**config.mk**
```make
export PLATFORM = sky130hd
export DESIGN_NAME = inclinometer_frame_angle_decoder
export DESIGN_NICKNAME = d
export VERILOG_FILES = /design/src/rtl/ifad_pkg.sv /design/src/rtl/ifad_front.sv /design/src/rtl/ifad_queue.sv /design/src/rtl/ifad_back.sv /design/src/rtl/inclinometer_frame_angle_decoder.sv
export VERILOG_INCLUDE_DIRS = /design/src /design/src/rtl
export SDC_FILE = /design/constraint.sdc
export NUM_CORES = 1
export LEC_CHECK = 0
export CAP_MARGIN = 10
export CORE_MARGIN = 4
export CORE_UTILIZATION = 60
export CTS_CLUSTER_DIAMETER = 100
export CTS_CLUSTER_SIZE = 14
export DETAILED_ROUTE_END_ITERATION = 8
export DONT_BUFFER_PORTS = 1
export PLACE_DENSITY = 0.82
export SYNTH_ARGS = -nofsm -noshare
export SYNTH_HDL_FRONTEND = slang
export SYNTH_SLANG_ARGS = --single-unit
```
**constraint.sdc**
```tcl
create_clock -name i_clk -period 11.04 [get_ports i_clk]
set_clock_uncertainty 0.1 [all_clocks]
set_input_delay 0.552 -clock i_clk [delete_from_list [all_inputs] [get_ports i_clk]]
set_output_delay 0.552 -clock i_clk [all_outputs]
set_load 0.1 [all_outputs]
```
**src/rtl/inclinometer_frame_angle_decoder_defines.svh**
```systemverilog
// Assertion macros used by the RTL result queue.
`ifndef INCLINOMETER_FRAME_ANGLE_DECODER_DEFINES_SVH
`define INCLINOMETER_FRAME_ANGLE_DECODER_DEFINES_SVH

`ifndef SYNTHESIS
`define IFAD_ASSERT(lbl, clk, rst_n, prop, msg) \
    lbl: assert property (@(posedge clk) disable iff (!rst_n) prop) else $error(msg);
`define IFAD_ASSERT_ALWAYS(lbl, clk, prop, msg) \
    lbl: assert property (@(posedge clk) prop) else $error(msg);
`else
`define IFAD_ASSERT(lbl, clk, rst_n, prop, msg)
`define IFAD_ASSERT_ALWAYS(lbl, clk, prop, msg)
`endif

`endif

```
**src/rtl/ifad_pkg.sv**
```systemverilog
`timescale 1ns / 1ps
`default_nettype none

package ifad_pkg;

    localparam int BUFFER_SIZE_DEF = 32;

    localparam logic [7:0] SYNC_BYTE = 8'h68;

    // frame position at which the length word arrives, and the angle words
    localparam int POS_LENGTH    = 1;
    localparam int POS_ANGLE_LO  = 4;
    localparam int POS_ANGLE_HI  = 6;

    localparam logic [3:0] SIGN_NEG = 4'h1;

    localparam int QUEUE_DEPTH = 2;
    localparam int QUEUE_AW    = $clog2(QUEUE_DEPTH);
    localparam int QUEUE_CW    = $clog2(QUEUE_DEPTH + 1);

    // length+1 needs 9 bits
    localparam int CMP_W = 9;

    localparam int ANGLE_W = 19;
    localparam int MAG_W   = 18;

    typedef struct packed {
        logic [7:0]  ang0;
        logic [7:0]  ang1;
        logic [7:0]  ang2;
        logic [7:0]  len;
        logic [15:0] cnt;
    } t_frame;

endpackage

`default_nettype wire

```
**src/rtl/ifad_front.sv**
```systemverilog
`timescale 1ns / 1ps
`default_nettype none

module ifad_front #(
    parameter int BUFFER_SIZE = ifad_pkg::BUFFER_SIZE_DEF
) (
    input  wire logic           i_clk,
    input  wire logic           i_rst_n,
    input  wire logic           i_accept,
    input  wire logic [7:0]     i_rx_byte,
    output ifad_pkg::t_frame    o_frame,
    output logic                o_push
);

    localparam int PW = $clog2(BUFFER_SIZE + 1);

    logic [PW-1:0] r_pos, n_pos;
    logic [7:0]    r_len, n_len;
    logic          r_len_vld, n_len_vld;
    logic [7:0]    r_ang [3];
    logic [7:0]    n_ang [3];
    logic [15:0]   r_frames, n_frames;

    logic [PW-1:0] pos0;
    logic [PW-1:0] pos_inc;
    logic [1:0]    ang_idx;
    logic          done;

    always_comb begin
        pos0      = (i_rx_byte == ifad_pkg::SYNC_BYTE) ? '0 : r_pos;
        n_len     = r_len;
        n_len_vld = r_len_vld;
        n_ang     = r_ang;
        ang_idx   = 2'(pos0 - PW'(ifad_pkg::POS_ANGLE_LO));
        if (pos0 == PW'(ifad_pkg::POS_LENGTH)) begin
            n_len     = i_rx_byte;
            n_len_vld = 1'b1;
        end else if (pos0 >= PW'(ifad_pkg::POS_ANGLE_LO) &&
                     pos0 <= PW'(ifad_pkg::POS_ANGLE_HI)) begin
            n_ang[ang_idx] = i_rx_byte;
        end
        pos_inc = pos0 + PW'(1);
        done    = n_len_vld &&
                  (ifad_pkg::CMP_W'(pos_inc) == (ifad_pkg::CMP_W'(n_len) + 9'd1));
        // completing word skips the buffer-limit wrap
        if (done) begin
            n_pos = pos_inc;
        end else if (pos_inc >= PW'(BUFFER_SIZE - 1)) begin
            n_pos = '0;
        end else begin
            n_pos = pos_inc;
        end
        n_frames = done ? r_frames + 16'd1 : r_frames;
    end

    always_ff @(posedge i_clk) begin
        if (!i_rst_n) begin
            r_pos     <= '0;
            r_len     <= '0;
            r_len_vld <= 1'b0;
            r_ang[0]  <= '0;
            r_ang[1]  <= '0;
            r_ang[2]  <= '0;
            r_frames  <= '0;
        end else if (i_accept) begin
            r_pos     <= n_pos;
            r_len     <= n_len;
            r_len_vld <= n_len_vld;
            r_ang     <= n_ang;
            r_frames  <= n_frames;
        end
    end

    assign o_push       = i_accept && done;
    assign o_frame.ang0 = n_ang[0];
    assign o_frame.ang1 = n_ang[1];
    assign o_frame.ang2 = n_ang[2];
    assign o_frame.len  = n_len;
    assign o_frame.cnt  = r_frames + 16'd1;

endmodule

`default_nettype wire

```
**src/rtl/ifad_queue.sv**
```systemverilog
`timescale 1ns / 1ps
`default_nettype none

`include "inclinometer_frame_angle_decoder_defines.svh"

module ifad_queue (
    input  wire logic              i_clk,
    input  wire logic              i_rst_n,
    input  wire logic              i_push,
    input  wire ifad_pkg::t_frame  i_frame,
    input  wire logic              i_pop,
    output ifad_pkg::t_frame       o_frame,
    output logic                   o_valid,
    output logic                   o_full
);

    ifad_pkg::t_frame                  r_mem [ifad_pkg::QUEUE_DEPTH];
    logic [ifad_pkg::QUEUE_AW-1:0]     r_wr;
    logic [ifad_pkg::QUEUE_AW-1:0]     r_rd;
    logic [ifad_pkg::QUEUE_CW-1:0]     r_count;

    always_ff @(posedge i_clk) begin
        if (i_push) begin
            r_mem[r_wr] <= i_frame;
        end
    end

    always_ff @(posedge i_clk) begin
        if (!i_rst_n) begin
            r_wr    <= '0;
            r_rd    <= '0;
            r_count <= '0;
        end else begin
            if (i_push) begin
                r_wr <= r_wr + ifad_pkg::QUEUE_AW'(1);
            end
            if (i_pop) begin
                r_rd <= r_rd + ifad_pkg::QUEUE_AW'(1);
            end
            case ({i_push, i_pop})
                2'b10:   r_count <= r_count + ifad_pkg::QUEUE_CW'(1);
                2'b01:   r_count <= r_count - ifad_pkg::QUEUE_CW'(1);
                default: r_count <= r_count;
            endcase
        end
    end

    assign o_frame = r_mem[r_rd];
    assign o_valid = (r_count != '0);
    assign o_full  = (r_count == ifad_pkg::QUEUE_CW'(ifad_pkg::QUEUE_DEPTH));

    `IFAD_ASSERT(a_no_push_full, i_clk, i_rst_n, i_push |-> !o_full, "push into full queue")
    `IFAD_ASSERT(a_no_pop_empty, i_clk, i_rst_n, i_pop |-> o_valid, "pop from empty queue")
    `IFAD_ASSERT(a_count_bound, i_clk, i_rst_n, r_count <= ifad_pkg::QUEUE_CW'(ifad_pkg::QUEUE_DEPTH), "queue count overrun")
    `IFAD_ASSERT(a_count_step, i_clk, i_rst_n, (i_push && !i_pop) |=> (r_count == $past(r_count) + ifad_pkg::QUEUE_CW'(1)), "queue count missed a push")

endmodule

`default_nettype wire

```
**src/rtl/ifad_back.sv**
```systemverilog
`timescale 1ns / 1ps
`default_nettype none

module ifad_back (
    input  wire logic                                i_clk,
    input  wire logic                                i_rst_n,
    input  wire ifad_pkg::t_frame                    i_frame,
    input  wire logic                                i_q_valid,
    output logic                                     o_pop,
    output logic                                     o_res_valid,
    input  wire logic                                i_res_stall,
    output logic signed [ifad_pkg::ANGLE_W-1:0]      o_angle_hundredths,
    output logic [7:0]                               o_frame_length,
    output logic [15:0]                              o_frame_count
);

    logic                              r_valid;
    logic [ifad_pkg::ANGLE_W-1:0]      r_angle;
    logic [7:0]                        r_len;
    logic [15:0]                       r_cnt;

    logic [3:0]                        sign;
    logic [10:0]                       int_part;
    logic [ifad_pkg::MAG_W-1:0]        mag;
    logic [ifad_pkg::ANGLE_W-1:0]      n_angle;
    logic                              load;

    // digits are raw nibbles, not checked as BCD
    always_comb begin
        sign     = i_frame.ang0[7:4];
        int_part = 11'(i_frame.ang0[3:0]) * 11'd100 +
                   11'(i_frame.ang1[7:4]) * 11'd10 +
                   11'(i_frame.ang1[3:0]);
        mag      = ifad_pkg::MAG_W'(int_part) * 18'd100 +
                   ifad_pkg::MAG_W'(i_frame.ang2[7:4]) * 18'd10 +
                   ifad_pkg::MAG_W'(i_frame.ang2[3:0]);
        if (sign == ifad_pkg::SIGN_NEG) begin
            n_angle = '0 - {1'b0, mag};
        end else begin
            n_angle = {1'b0, mag};
        end
    end

    assign load = i_q_valid && (!r_valid || !i_res_stall);

    always_ff @(posedge i_clk) begin
        if (!i_rst_n) begin
            r_valid <= 1'b0;
        end else if (load) begin
            r_valid <= 1'b1;
        end else if (!i_res_stall) begin
            r_valid <= 1'b0;
        end
    end

    always_ff @(posedge i_clk) begin
        if (load) begin
            r_angle <= n_angle;
            r_len   <= i_frame.len;
            r_cnt   <= i_frame.cnt;
        end
    end

    assign o_pop              = load;
    assign o_res_valid        = r_valid;
    assign o_angle_hundredths = r_angle;
    assign o_frame_length     = r_len;
    assign o_frame_count      = r_cnt;

endmodule

`default_nettype wire

```
**src/rtl/inclinometer_frame_angle_decoder.sv**
```systemverilog
// A word that completes a frame is written to the result queue and from there loaded into the
// output register that raises o_res_valid; an earlier result still queued goes out first.
// Throughput: one word per cycle; o_rx_stall is high only while the two-entry result queue
// is full, which happens only after i_res_stall has held the output register.
// Reset: synchronous, active low; clears frame position, length, angle words, frame count,
// the queue and the output valid.
`timescale 1ns / 1ps
`default_nettype none

module inclinometer_frame_angle_decoder #(
    parameter int BUFFER_SIZE = ifad_pkg::BUFFER_SIZE_DEF
) (
    input  wire logic                                i_clk,
    input  wire logic                                i_rst_n,
    input  wire logic                                i_rx_valid,
    output logic                                     o_rx_stall,
    input  wire logic [7:0]                          i_rx_byte,
    output logic                                     o_res_valid,
    input  wire logic                                i_res_stall,
    output logic signed [ifad_pkg::ANGLE_W-1:0]      o_angle_hundredths,
    output logic [7:0]                               o_frame_length,
    output logic [15:0]                              o_frame_count
);

    ifad_pkg::t_frame  push_frame;
    ifad_pkg::t_frame  head_frame;
    logic              push;
    logic              pop;
    logic              q_valid;
    logic              q_full;
    logic              accept;

    assign o_rx_stall = q_full;
    assign accept     = i_rx_valid && !q_full;

    ifad_front #(
        .BUFFER_SIZE (BUFFER_SIZE)
    ) u_front (
        .i_clk     (i_clk),
        .i_rst_n   (i_rst_n),
        .i_accept  (accept),
        .i_rx_byte (i_rx_byte),
        .o_frame   (push_frame),
        .o_push    (push)
    );

    ifad_queue u_queue (
        .i_clk   (i_clk),
        .i_rst_n (i_rst_n),
        .i_push  (push),
        .i_frame (push_frame),
        .i_pop   (pop),
        .o_frame (head_frame),
        .o_valid (q_valid),
        .o_full  (q_full)
    );

    ifad_back u_back (
        .i_clk              (i_clk),
        .i_rst_n            (i_rst_n),
        .i_frame            (head_frame),
        .i_q_valid          (q_valid),
        .o_pop              (pop),
        .o_res_valid        (o_res_valid),
        .i_res_stall        (i_res_stall),
        .o_angle_hundredths (o_angle_hundredths),
        .o_frame_length     (o_frame_length),
        .o_frame_count      (o_frame_count)
    );

endmodule

`default_nettype wire

```
==> Word-level counts from Yosys, hierarchy flattened <==
Memory sizes are Yosys's and may differ from the RTL's. A register that Yosys moved wholly into a read port is not among the register bits.
Cells that the tools add are included.
{ "word_totals": {"regBits": 103, "ramBits": 96, "in_bits": 12, "memories": 1} }
{ "op_classes": {"addsub": 13, "n_mul": 4, "order_cmp": 5, "eq_ne": 8, "muxes": 18, "n_bitwise": 1, "n_reduce_logical": 13} }
{ "mem_list": {"columns": ["memory", "words", "word_bits", "read_ports", "rd_clocked_by_memory_dff", "wr", "line_no", "text"], "rows": [
  ["u_queue.r_mem", 2, 48, 1, 1, 1, "ifad_queue.sv:17", "ifad_pkg::t_frame r_mem [ifad_pkg::QUEUE_DEPTH];"]
]} }
{ "ops": {"columns": ["cell", "n"], "rows": [
  ["$mux W24", 2],
  ["$bwmux W24", 1],
  ["$sub A1 B18 Y19 const A", 1],
  ["$add A18 B4 Y18", 1],
  ["$add A18 B8 Y18", 1],
  ["$mux W18", 1],
  ["$mux W6", 3],
  ["$add A16 B1 Y16 const B", 1],
  ["$demux W8 S2", 1],
  ["$mul A11 B5 Y16 const B", 1],
  ["$mux W8", 2],
  ["$mul A4 B3 Y7 const B", 2],
  ["$add A11 B4 Y11", 1],
  ["$add A11 B8 Y11", 1],
  ["$add A8 B1 Y9 const B", 1],
  ["$eq A6 B9 Y1", 1],
  ["$mul A4 B5 Y9 const B", 1],
  ["$eq A8 B7 Y1 const B", 1],
  ["$mux W1", 7],
  ["$add A6 B1 Y6 const B", 1],
  ["$eq A6 B1 Y1 const B", 1],
  ["$ge A6 B3 Y1 const B", 1],
  ["$ge A6 B5 Y1 const B", 1],
  ["$le A6 B3 Y1 const B", 1],
  ["other kinds (16)", 27]
]} }

==> Longest topological paths before layout <==
{ "depth": {"word_depth": 11, "ltp_mapped": 29, "ltp_nobuf": 27} }

==> Hierarchy <==
From an unflattened synthesis, not the netlist that was laid out.
{ "hier_totals": {"cells_unflattened": 1009, "hier_area_um2": 11751.3} }
{ "by_module_without_submodules": {"columns": ["mod", "n_inst", "cells_each", "area_per_inst_um2", "seq_area_each_um2"], "rows": [
  ["ifad_back", 1, 411, 4276.6, 1311.3],
  ["ifad_front", 1, 426, 3786.1, 1101.1],
  ["ifad_queue", 1, 171, 3674.8, 2982.9],
  ["inclinometer_frame_angle_decoder", 1, 1, 13.8, 0.0]
]} }

==> Least setup slack after synthesis <==
No wires, ideal clock.
{ "synth_path": {"kind": "flip-flop to flip-flop", "start": "register (tool-made name)", "end": "register u_back.r_angle, in the netlist u_back.o_angle_hundredths[18], data pin", "t_arrival_ns": 7.020, "required_ns": 10.685, "path_slack_ns": 3.665, "path_stages_with_launch": 27, "cell_sequence": "dfxtp_1 clkbuf_1 clkbuf_1 mux2_2 ha_1 ha_1 fa_1 ha_1 ha_1 inv_1 o21ai_0 a21oi_1 xor2_1 inv_1 ha_1 ha_1 inv_1 fa_1 inv_1 ha_1 or3_1 a311o_1 and2_1 a211oi_1 nand3b_1 xnor3_1 o21ba_2"} }
{ "synth_lines": {"columns": ["item", "line_no", "text"], "rows": [
  ["end signal: assignment", "ifad_back.sv:58", "r_angle <= n_angle;"],
  ["end: declaration", "ifad_back.sv:18", "logic [ifad_pkg::ANGLE_W-1:0] r_angle;"]
]} }

==> metrics.yaml <==
outcome: "complete, no violations"
finalHoldViolations: 0
worstPathCellList: "mux2i_1, inv_1, ha_1, ha_1, fa_1, ha_1, ha_1, o21ai_0, a21boi_0, o21ai_0, a21boi_0, o21bai_1, xnor2_1, inv_1, ha_1, ha_1, ha_1, ha_1, inv_1, a221o_1, a211oi_1, nand3b_1, xnor3_1, o21ba_2"
critical_path_peak_fanout: 11
tritoncts: "built"
h-tree-depth: 4
wl_mm: 20.8
required_ns: 11.14
ios: 57
syn_nets: 1085
grt_pass1_vias: 6942
rsz0062_at_grt: "false"
cp-end-kind: "register"
synth_cell_types: 69
gr-total-overflow: 0
synth_fa_ha_area_frac: 0.123
cts-root-buf: "clkbuf_16"
synth-edff-count: 139
drv_cap: 0
cts.sinks: 200
clk_pin_slew_ns: 0.07
synth_simple_gate_area_share: 0.128
dieWidth_um: 144
antenna_left: 0
grt_pass1_wl_mm: 33.7
grt_antenna_before_repair: 0
synth-compound-area-share: 0.0784
ctsHoldBuffers: 0
dpl.hpwl_mm: 14.5
worstMarginPinSlew_ns: 1.08
finalSetupViolations: 0
drc: 0
vias_per_cell: 5.97
drtPass1Iterations: 5
antennaDiodeCount: 0
nFillCells: 1302
yosys_warnings: 0
synth-xor-area-share: 0.0669
nets: 1084
met2_usage: 0.326
cts_inserted_buffers: 17
maxSlewViolCount: 0
postCtsSetupBuffers: 0
muxShareOfSynthArea: 0.0841
num_vias: 7248
finalSetupTns_ns: 0
cp-start-kind: "register"
drt-wirelength-per-cell_um: 17.1
syn_to_final_growth_pct: 7.82
synth_seq_cells: 200
core-area_um2: 18000
grt_use_met1: 0.291
clock_path_buffers: 2
slowest_delay_ns: 0.66
grt_max_degree: 45
netlist_area_um2: 11000
gr-max-usage-layer: "met2"
initial_core_util: 0.611
cpMaxStageDelayCell: "a211oi_1"
post-route-min-period_ns: 7.39
num_rows: 49
synth.avg_cell_area_um2: 11.3
met3_usage: 0.0379
fmax_ghz: 0.135
grt_usage: 0.205
drive_above_1_share: 0.128
die_h_um: 144
die_area_um2: 20600
ys_seq_area_frac: 0.489
port_buffers: 0
worstSkewPairLatency_ns: 0.43
async_flop_share: 0
ctsResizeCount: 0
fin_crit_sh: 0.669
critPathArrivalTime_ns: 7.49
worstSetupPathType: "register to register"
gp_congestion: 0.846
synth_top_family_by_area: "simple AND/OR/NAND/NOR gates"
relSlewSlack: 0.277
hold_path_class: "input pin to register"
syn_inst: 974
ys.flop_type: "edfxtp_1"
drtIter0Drc: 539
cpMostUsedCell: "ha_1"
-- metrics by stage --
stage	area, um^2	hold WS [ns]	utilization	setup WS, ns	instances
finish	11900	0.154	0.659	3.65	1215
detailed placement	11300	0.345	0.626	3.74	1183
CTS	11900	0.139	0.659	3.67	1215
global route	11900	0.148	0.659	3.16	1215
global placement	11300	0.338	0.626	3.93	1183
floorplan	11000	0.333	-	3.66	974
-- worst max-delay path: cells and delay by family, from the launching register on --
kind,cells,cell delay (ns)
buf+inv,3,0.26
simple gates,1,0.22
xor+xnor,2,0.64
compound gates,8,2.21
mux,1,0.35
flops,1,0.51
fa+ha+maj,9,2.87
-- final cells by class --
type                            instances  area (um^2)  share of cell area
Sequential cell                       200         5400               0.454
Multi-Input combinational cell        687         5310               0.447
Clock buffer                           17          425              0.0358
Tap cell                              229          287              0.0241
Inverter                               59          221              0.0186
Clock inverter                         15          180              0.0152
Timing Repair Buffer                    8         60.1             0.00505
-- sequential cells by signal (all words and copies together), names as in the netlist, 2 cells and up, named ones only --
| signal | count |
|---|---|
| u_queue.r_mem | 96 |
| u_front.r_ang | 24 |
| u_back.o_angle_hundredths | 19 |
| u_back.o_frame_count | 16 |
| u_front.r_frames | 16 |
| u_back.o_frame_length | 8 |
| u_front.r_len | 8 |
| u_front.r_pos | 6 |
| u_queue.r_count | 2 |
-- Yosys cell counts, types with 5 or more instances --
cell type	count	share of area
nand3_1	33	0.015
edfxtp_1	139	0.38
nor4_1	5	0.0028
and3_1	14	0.0079
mux2i_1	15	0.014
nor3_1	24	0.011
dfxtp_1	61	0.11
clkbuf_1	23	0.0078
inv_1	59	0.020
a211oi_1	7	0.0048
fa_1	15	0.027
o22ai_1	5	0.0028
a21oi_1	54	0.025
mux2_2	69	0.070
or3_1	17	0.0096
and2_1	6	0.0034
nor2b_1	6	0.0034
a21o_1	7	0.0048
xor2_1	34	0.027
nand2b_1	10	0.0057
ha_1	84	0.095
nor2_1	82	0.028
xnor2_1	45	0.036
or4_1	6	0.0041
o21ai_0	18	0.0082
nand2_1	70	0.024
-- metal layers --
layer	part of all wire	up-vias
met5	0	-
met4	0.013	0
met3	0.054	21
met2	0.46	220
met1	0.47	3490
li1	-	3517
-- cells in the final DEF (no fill, tap or decap), types with 8 or more instances in the layout --
cell       count
nand2b_1      10
nor3_1        24
or3_1         17
clkbuf_16     17
o21ai_0       18
dfxtp_1       60
buf_4          8
and3_1        14
nor2_1        80
xnor2_1       45
nand3_1       33
xor2_1        34
inv_1         59
a21oi_1       53
edfxtp_1     139
mux2_2        69
nand2_1       70
ha_1          84
fa_1          15
mux2i_1       15
-- path summary, 6_finish.rpt --
| check | startpoint | end | slack, ns | cells past startpoint |
|---|---|---|---|---|
| setup / recovery | register | u_back.o_angle_hundredths[18] | 3.65 | 24 |
| hold / removal | i_rx_byte[3] | u_front.r_len[3] | 0.15 | 2 |
| setup reg to reg | register | u_back.o_angle_hundredths[18] | 3.65 | 24 |
| hold reg to reg | u_front.r_ang[6] | u_front.r_ang[6] | 0.36 | 2 |
-- cell families (layout without fill, tap and decap cells) --
| kind of cell | count (synthesis) | count (layout) |
|---|---|---|
| flops | 200 | 200 |
| simple gates | 290 | 290 |
| mux | 84 | 84 |
| xor+xnor | 81 | 81 |
| compound gates | 133 | 133 |
| buf+inv | 87 | 99 |
| fa+ha+maj | 99 | 99 |
Power is left out: the tool's default activity adds up to more than one toggle a clock period on the data nets, which glitch-free logic cannot reach.
